$ cat src/sv/sst_pkg.sv
// Types and constants shared by the sorted span tracker.
// Holds the input and result transaction structs and the sequencer state enum.
// No dependencies.
`timescale 1ns / 1ps

package sst_pkg;

    localparam int VALUE_W = 32;
    localparam int COUNT_W = 7;

    localparam logic STATUS_ACCEPTED = 1'b0;
    localparam logic STATUS_REJECTED = 1'b1;

    typedef struct packed {
        logic [VALUE_W-1:0] value;
        logic [COUNT_W-1:0] copies;
    } sst_item_t;

    typedef struct packed {
        logic               status;
        logic [COUNT_W-1:0] element_count;
        logic               spans_valid;
        logic [VALUE_W-1:0] shortest_span;
        logic [VALUE_W-1:0] longest_span;
    } sst_result_t;

    typedef enum logic [2:0] {
        ST_IDLE,
        ST_SHIFT_RD,
        ST_SHIFT_CHK,
        ST_FILL,
        ST_SCAN_RD,
        ST_SCAN_CHK,
        ST_DONE
    } sst_state_t;

endpackage

$ cat src/sv/sorted_set_span_tracker.sv
// Sorted span tracker: bounded sorted multiset with shortest/longest span report.
// Depends on sst_pkg (types, state enum) and sst_ram (element store).
//
// Usage:
//   Configuration: cfg_data is the capacity limit, written when cfg_valid is
//   high (cfg_ready is always high). Write it only while busy is low.
//   Input: an item is taken at a clock edge with start high and busy low.
//   Result: one result per item, shown on result for the single cycle in which
//   done is high; the receiver cannot stall, so it must capture it then.
//   Steps: a query or rejected insert goes straight to done; an insert
//   moves any larger elements up, writes its n copies, then scans the
//   whole set for the spans.
//   Busy stays high until done has been shown; the next item can be taken
//   in the cycle after done. The cost is set by the single RAM port pair:
//   every moved element takes a read state and a compare state, and the gap scan
//   walks every held element through the one subtract and compare unit.
//   Reset empties the set and clears the capacity limit to zero, so every
//   insert is rejected until the limit has been written. No clearing pass.
`timescale 1ns / 1ps

module sorted_set_span_tracker
    import sst_pkg::*;
#(
    parameter int CAPACITY   = 64,
    parameter int VALUE_BITS = 32
) (
    input  logic               clk,
    input  logic               rst_n,
    input  logic               start,
    output logic               busy,
    input  sst_item_t          item,
    output logic               done,
    output sst_result_t        result,
    input  logic               cfg_valid,
    output logic               cfg_ready,
    input  logic [COUNT_W-1:0] cfg_data
);

    localparam int ADDR_W = $clog2(CAPACITY);
    localparam int CNT_W  = $clog2(CAPACITY + 1);
    localparam int SUM_W  = CNT_W + 8;

    sst_state_t state_reg, state_next;

    logic [COUNT_W-1:0]    limit_reg;
    logic [CNT_W-1:0]      held_reg, held_next;
    logic [ADDR_W-1:0]     idx_reg, idx_next;
    logic [ADDR_W-1:0]     pos_reg, pos_next;
    logic [COUNT_W-1:0]    n_reg, n_next;
    logic                  status_reg, status_next;
    logic [VALUE_BITS-1:0] v_reg, v_next;
    logic [VALUE_BITS-1:0] gap_reg, gap_next;
    logic [VALUE_BITS-1:0] prev_reg, prev_next;
    logic [VALUE_BITS-1:0] first_reg, first_next;
    logic [VALUE_BITS-1:0] last_reg, last_next;

    logic                  ram_we;
    logic [ADDR_W-1:0]     ram_waddr;
    logic [VALUE_BITS-1:0] ram_wdata;
    logic [ADDR_W-1:0]     ram_raddr;
    logic [VALUE_BITS-1:0] ram_rdata;

    logic                  accept;
    logic [SUM_W-1:0]      limit_eff;
    logic                  reject_now;
    logic                  idx_last;
    logic [VALUE_BITS-1:0] diff;

    sst_ram #(
        .WIDTH (VALUE_BITS),
        .DEPTH (CAPACITY)
    ) u_store (
        .clk   (clk),
        .we    (ram_we),
        .waddr (ram_waddr),
        .wdata (ram_wdata),
        .raddr (ram_raddr),
        .rdata (ram_rdata)
    );

    // handshake and admission check
    assign busy      = (state_reg != ST_IDLE);
    assign cfg_ready = 1'b1;
    assign accept    = start && !busy;
    assign limit_eff = (SUM_W'(limit_reg) > SUM_W'(CAPACITY)) ? SUM_W'(CAPACITY)
                                                              : SUM_W'(limit_reg);
    assign reject_now = (SUM_W'(held_reg) + SUM_W'(item.copies)) > limit_eff;

    // gap subtract unit and scan end test
    assign diff     = ram_rdata - prev_reg;
    assign idx_last = (SUM_W'(idx_reg) + SUM_W'(1)) == SUM_W'(held_reg);

    // next state
    always_comb
    begin
        state_next = state_reg;
        unique case (state_reg)
            ST_IDLE:
            begin
                if (accept)
                begin
                    if (item.copies == '0 || reject_now)
                    begin
                        state_next = ST_DONE;
                    end
                    else if (held_reg == '0)
                    begin
                        state_next = ST_FILL;
                    end
                    else
                    begin
                        state_next = ST_SHIFT_RD;
                    end
                end
            end
            ST_SHIFT_RD:
            begin
                state_next = ST_SHIFT_CHK;
            end
            ST_SHIFT_CHK:
            begin
                if (ram_rdata > v_reg && idx_reg != '0)
                begin
                    state_next = ST_SHIFT_RD;
                end
                else
                begin
                    state_next = ST_FILL;
                end
            end
            ST_FILL:
            begin
                if (n_reg == COUNT_W'(1))
                begin
                    state_next = ST_SCAN_RD;
                end
            end
            ST_SCAN_RD:
            begin
                state_next = ST_SCAN_CHK;
            end
            ST_SCAN_CHK:
            begin
                state_next = idx_last ? ST_DONE : ST_SCAN_RD;
            end
            ST_DONE:
            begin
                state_next = ST_IDLE;
            end
            default:
            begin
                state_next = ST_IDLE;
            end
        endcase
    end

    // datapath and RAM control
    always_comb
    begin
        held_next   = held_reg;
        idx_next    = idx_reg;
        pos_next    = pos_reg;
        n_next      = n_reg;
        status_next = status_reg;
        v_next      = v_reg;
        gap_next    = gap_reg;
        prev_next   = prev_reg;
        first_next  = first_reg;
        last_next   = last_reg;
        ram_we      = 1'b0;
        ram_waddr   = idx_reg;
        ram_wdata   = v_reg;
        ram_raddr   = idx_reg;
        unique case (state_reg)
            ST_IDLE:
            begin
                if (accept)
                begin
                    v_next      = VALUE_BITS'(item.value);
                    n_next      = item.copies;
                    status_next = (item.copies != '0 && reject_now) ? STATUS_REJECTED
                                                                     : STATUS_ACCEPTED;
                    idx_next    = ADDR_W'(SUM_W'(held_reg) - SUM_W'(1));
                    pos_next    = '0;
                end
            end
            ST_SHIFT_RD:
            begin
                ram_raddr = idx_reg;
            end
            ST_SHIFT_CHK:
            begin
                // move larger entries up by the copy count, else mark the slot
                if (ram_rdata > v_reg)
                begin
                    ram_we    = 1'b1;
                    ram_waddr = ADDR_W'(SUM_W'(idx_reg) + SUM_W'(n_reg));
                    ram_wdata = ram_rdata;
                    pos_next  = idx_reg;
                    idx_next  = idx_reg - ADDR_W'(1);
                end
                else
                begin
                    pos_next = idx_reg + ADDR_W'(1);
                end
            end
            ST_FILL:
            begin
                ram_we    = 1'b1;
                ram_waddr = pos_reg;
                ram_wdata = v_reg;
                pos_next  = pos_reg + ADDR_W'(1);
                n_next    = n_reg - COUNT_W'(1);
                held_next = held_reg + CNT_W'(1);
                idx_next  = '0;
                gap_next  = '1;
            end
            ST_SCAN_RD:
            begin
                ram_raddr = idx_reg;
            end
            ST_SCAN_CHK:
            begin
                // running minimum of neighbour differences
                prev_next = ram_rdata;
                idx_next  = idx_reg + ADDR_W'(1);
                if (idx_reg == '0)
                begin
                    first_next = ram_rdata;
                end
                else if (diff < gap_reg)
                begin
                    gap_next = diff;
                end
                if (idx_last)
                begin
                    last_next = ram_rdata;
                end
            end
            ST_DONE:
            begin
            end
            default:
            begin
            end
        endcase
    end

    // result outputs
    always_comb
    begin
        done                 = (state_reg == ST_DONE);
        result.status        = status_reg;
        result.element_count = COUNT_W'(held_reg);
        result.spans_valid   = (held_reg > CNT_W'(1));
        result.shortest_span = result.spans_valid ? VALUE_W'(gap_reg) : '0;
        result.longest_span  = result.spans_valid ? VALUE_W'(last_reg - first_reg) : '0;
    end

    // control registers
    always_ff @(posedge clk or negedge rst_n)
    begin
        if (!rst_n)
        begin
            state_reg <= ST_IDLE;
            held_reg  <= '0;
            limit_reg <= '0;
            n_reg     <= '0;
            idx_reg   <= '0;
            pos_reg   <= '0;
        end
        else
        begin
            state_reg <= state_next;
            held_reg  <= held_next;
            n_reg     <= n_next;
            idx_reg   <= idx_next;
            pos_reg   <= pos_next;
            if (cfg_valid && cfg_ready)
            begin
                limit_reg <= cfg_data;
            end
        end
    end

    // payload registers
    always_ff @(posedge clk)
    begin
        status_reg <= status_next;
        v_reg      <= v_next;
        gap_reg    <= gap_next;
        prev_reg   <= prev_next;
        first_reg  <= first_next;
        last_reg   <= last_next;
    end

`ifndef NO_ASSERTIONS
    // the held count never passes the store depth
    a_held_bound: assert property (@(posedge clk) disable iff (!rst_n)
        SUM_W'(held_reg) <= SUM_W'(CAPACITY))
        else $error("held count exceeds store depth");

    // each fill write stays inside the effective limit
    a_fill_limit: assert property (@(posedge clk) disable iff (!rst_n)
        (state_reg == ST_FILL) |-> (SUM_W'(held_reg) + SUM_W'(1) <= limit_eff))
        else $error("fill beyond capacity limit");

    // queries and rejected inserts answer in the next cycle
    a_fast_answer: assert property (@(posedge clk) disable iff (!rst_n)
        (accept && (item.copies == '0 || reject_now)) |=> (done && $stable(held_reg)))
        else $error("query or reject did not answer at once");

    // a rejected result never changes the element count
    a_reject_hold: assert property (@(posedge clk) disable iff (!rst_n)
        (done && status_reg == STATUS_REJECTED) |-> (held_reg == $past(held_reg)))
        else $error("rejected item changed the store");

    // after a result the block is free again
    a_done_release: assert property (@(posedge clk) disable iff (!rst_n)
        done |=> !busy)
        else $error("busy held after result");
`endif

endmodule

$ cat src/sv/sst_ram.sv
// Generic single-write, single-read RAM with a registered read port.
// Used for the sorted element store. No dependencies.
`timescale 1ns / 1ps

module sst_ram #(
    parameter int WIDTH = 32,
    parameter int DEPTH = 64
) (
    input  logic                     clk,
    input  logic                     we,
    input  logic [$clog2(DEPTH)-1:0] waddr,
    input  logic [WIDTH-1:0]         wdata,
    input  logic [$clog2(DEPTH)-1:0] raddr,
    output logic [WIDTH-1:0]         rdata
);

    logic [WIDTH-1:0] mem [DEPTH];

    // write port and registered read port
    always_ff @(posedge clk)
    begin
        if (we)
        begin
            mem[waddr] <= wdata;
        end
        rdata <= mem[raddr];
    end

endmodule
$ cat config.mk
export PLATFORM = sky130hd
export DESIGN_NAME = sorted_set_span_tracker
export DESIGN_NICKNAME = d
export VERILOG_FILES = /design/src/sv/sst_pkg.sv /design/src/sv/sorted_set_span_tracker.sv /design/src/sv/sst_ram.sv
export SDC_FILE = /design/constraint.sdc
export NUM_CORES = 2
export LEC_CHECK = 0
export BUFFER_PORTS_ARGS = -buffer_cell sky130_fd_sc_hd__buf_2
export CAP_MARGIN = 30
export CORE_UTILIZATION = 40
export DETAILED_ROUTE_END_ITERATION = 8
export PLACE_DENSITY_LB_ADDON = 0.12
export SLEW_MARGIN = 10
export SYNTH_ARGS = -nofsm -noshare
export SYNTH_HDL_FRONTEND = slang
export SYNTH_SLANG_ARGS = --single-unit
$ cat constraint.sdc
create_clock -name clk -period 6.9 [get_ports clk]
set_input_delay 0.69 -clock clk [delete_from_list [all_inputs] [get_ports clk]]
set_output_delay 0.69 -clock clk [all_outputs]
set_load 0.03 [all_outputs]
==> results.toml <==
[detailed_routing]
wl_per_cell_um = 29.3
vias_per_cell = 5.58
top_layer = "met5"
met3_length_um = 12100
vias = 44500
drt-total-wl_um = 234000
dr_wl_met2_um = 110000
drt-initial-drc-count = 4330
met1_length_um = 108000
antenna_left = 0
drc = 0
drt_pass1_iterations = 7

[synthesis]
async_flop_share_pct = 1.58
avgSynthCellArea_um2 = 20.9
synthAdderAreaFrac_pct = 2.17
synth_top_family_by_area = "multiplexers"
ys_types = 70
synth_edf_count = 2209
synthXorXnorAreaFrac_pct = 0.887
synth.area.top_cells = "edfxtp_1, mux4_2, ha_1"
ys.flop_type = "edfxtp_1"
ys_seq_area_share_pct = 73.9
yosys_register_bits = 2277
synth_compound_gate_area_share_pct = 2.40
yosysWarnings = 0
syn_area_um2 = 91800
synth_most_common_cell = "edfxtp_1"
synth_top_area_share_pct = 72.3
synth_top_cell_by_area = "edfxtp_1"
syn_inst = 4400
synth_common_cells = "edfxtp_1, mux4_2, nor2_1"
synth_nets = 4607
yosys.area_share.simple_pct = 2.53
synthMuxAreaShare_pct = 16.6

[global_routing]
track_usage_pct = 20.4
grt_pass1_vias = 45600
grt-ovfl-total = 0
grt_pass1_wl_um = 338000
grt_max_degree = 109
antenna_found_initial = 24

[clock_network]
clkTransAtPathRegs_ps = 60
postCtsSetupBuffers = 0
ctsHoldBuffers = 24
clock_latency_ps = 860
cts_tree = "done"
ctsRootBufferMaster = "clkbuf_16"
cts_buffers = 234
clk_path_buf_depth = 3
htree_levels = 4
cts_sinks = 2277
ctsResizeCount = 0

[worst_setup_path]
endpoint_kind = "flop"
startpoint_type = "flop"
path_max_fanout = 35
crit_arrival_ps = 6360
required_ps = 7550
critPathKind = "flop to flop"

[place]
dp_hpwl_um = 142000
io_buffers = 124
gp_congestion = 0.838
dp.cells = 7487

[timing]
period_share_pct = 82.7
relSlewSlack_pct = 35.9
skew_ps = 31.4
worstMarginPinSlew_ps = 959
finalSetupViolations = 0
min_period_ps = 5700
hold_ws_ps = 76.9
hold_viol = 0
setup_tns_ps = 0
rsz0062_at_grt = "no"
drv_slew = 0
clock.fmax_mhz = 175

[cells_and_area]
syn_to_final_growth_pct = 15.2
layout.cells.non_filler = 7970
register_area_um2 = 67900
layout-drive-gt1-share_pct = 28.9
final_util_pct = 46.5
multiInputGateArea_um2 = 23400
nFillCells = 19000
nNetsFinal = 4948
regMostFlops = "u_store.mem"
largest_register_ffs = 2048

[worst_hold_path]
hold_path.class = "primary input to flop"

[power_and_ir_drop]
ir_drop_v = 0.000315
power.leakage_nw = 34.2
power_density_nw_per_um2 = 432

[floorplan]
num_rows = 175
start_util_pct = 40.3
core_area_um2 = 228000
io_pins = 126
die_x_um = 481
die_y_um = 481
dieArea_um2 = 231000

[run_status]
outcome = "finished, final reports clean"

[job]
drv_cap = 0
layer usage:
metal	vias up	GRT usage, %
li1	18900	-
met1	24100	30.6
met2	1233	31.8
met3	258	3.01
met4	6	3.78
met5	-	0
cell usage in the layout (no fill, tap or decap), types with 21 or more instances in the layout:
cell	instances
a21o_1	45
a21oi_1	86
buf_12	21
buf_2	125
buf_4	135
bufinv_16	23
clkbuf_1	49
clkbuf_16	239
clkinv_1	53
clkinv_2	48
dfrtp_1	30
dfxtp_1	32
dlygate4sd3_1	24
edfxtp_1	2209
ha_1	153
inv_1	156
mux4_2	672
nand2_1	98
nand2b_1	38
nand3_1	38
nand4_1	28
nor2_1	130
nor2_4	33
nor2b_4	32
nor3_1	24
o21ai_0	61
o21ai_4	31
xnor2_1	62
xor2_1	31
final timing paths:
kind	from	endpoint	slack, ps	cells after the start
max	u_store.rdata[14]	u_store.mem[60][0]	1200	11
min	item[12]	v_reg[5]	80	1
max reg2reg	u_store.rdata[14]	u_store.mem[60][0]	1200	11
min reg2reg	limit_reg[0]	limit_reg[0]	500	1
max in group asynchronous	rst_n	idx_reg[4]	6180	3
min in group asynchronous	rst_n	held_reg[1]	250	2
power breakdown:
| group | switching (mW) | leakage [nW] | internal [mW] |
|---|---|---|---|
| logic | 9.23 | 9.94 | 6.06 |
| clock network | 5.36 | 3.77 | 7.31 |
| registers | 0.606 | 20.5 | 17.2 |
| total | 15.2 | 34.2 | 30.5 |
kinds of logic after synthesis:
family,count (synthesis)
multiplexers,681
AND/OR/NAND/NOR,486
adder cells (fa/ha/maj),157
buffers and inverters,359
other,1
flip-flops,2277
XOR/XNOR,93
AO/OA/AOI/OAI,346
through the flow:
| step | area, um^2 | power [mW] | setup slack [ps] |
|---|---|---|---|
| 2_1_floorplan | 91800 | 27.7 | 1280 |
| 3_3_place_gp | 97600 | 33.4 | 1030 |
| 3_5_place_dp | 97700 | 33.5 | 1140 |
| 4_1_cts | 106000 | 46.2 | 1110 |
| 5_1_grt | 106000 | 47.7 | 820 |
| 6_report | 106000 | 45.7 | 1200 |
critical path, cell delays in order (launching register included):
cell	delay, ps
dfxtp_1	440
ha_1	370
nand4_1	330
nor2_1	190
o21ai_0	260
a21oi_1	440
nor3_2	140
nor3_2	760
buf_4	700
buf_4	580
mux2_2	770
buf_4	410
layout make-up:
cell class	count	area share (%)
timing repair buffer	306	2.20
clock buffer	298	5.96
inverter	158	0.561
antenna	10	0.0237
clock inverter	148	1.36
sequential	2277	64.2
multi-input combinational	1764	22.2
tap	3009	3.56
No activity file was read; power rests on OpenSTA's default activity.
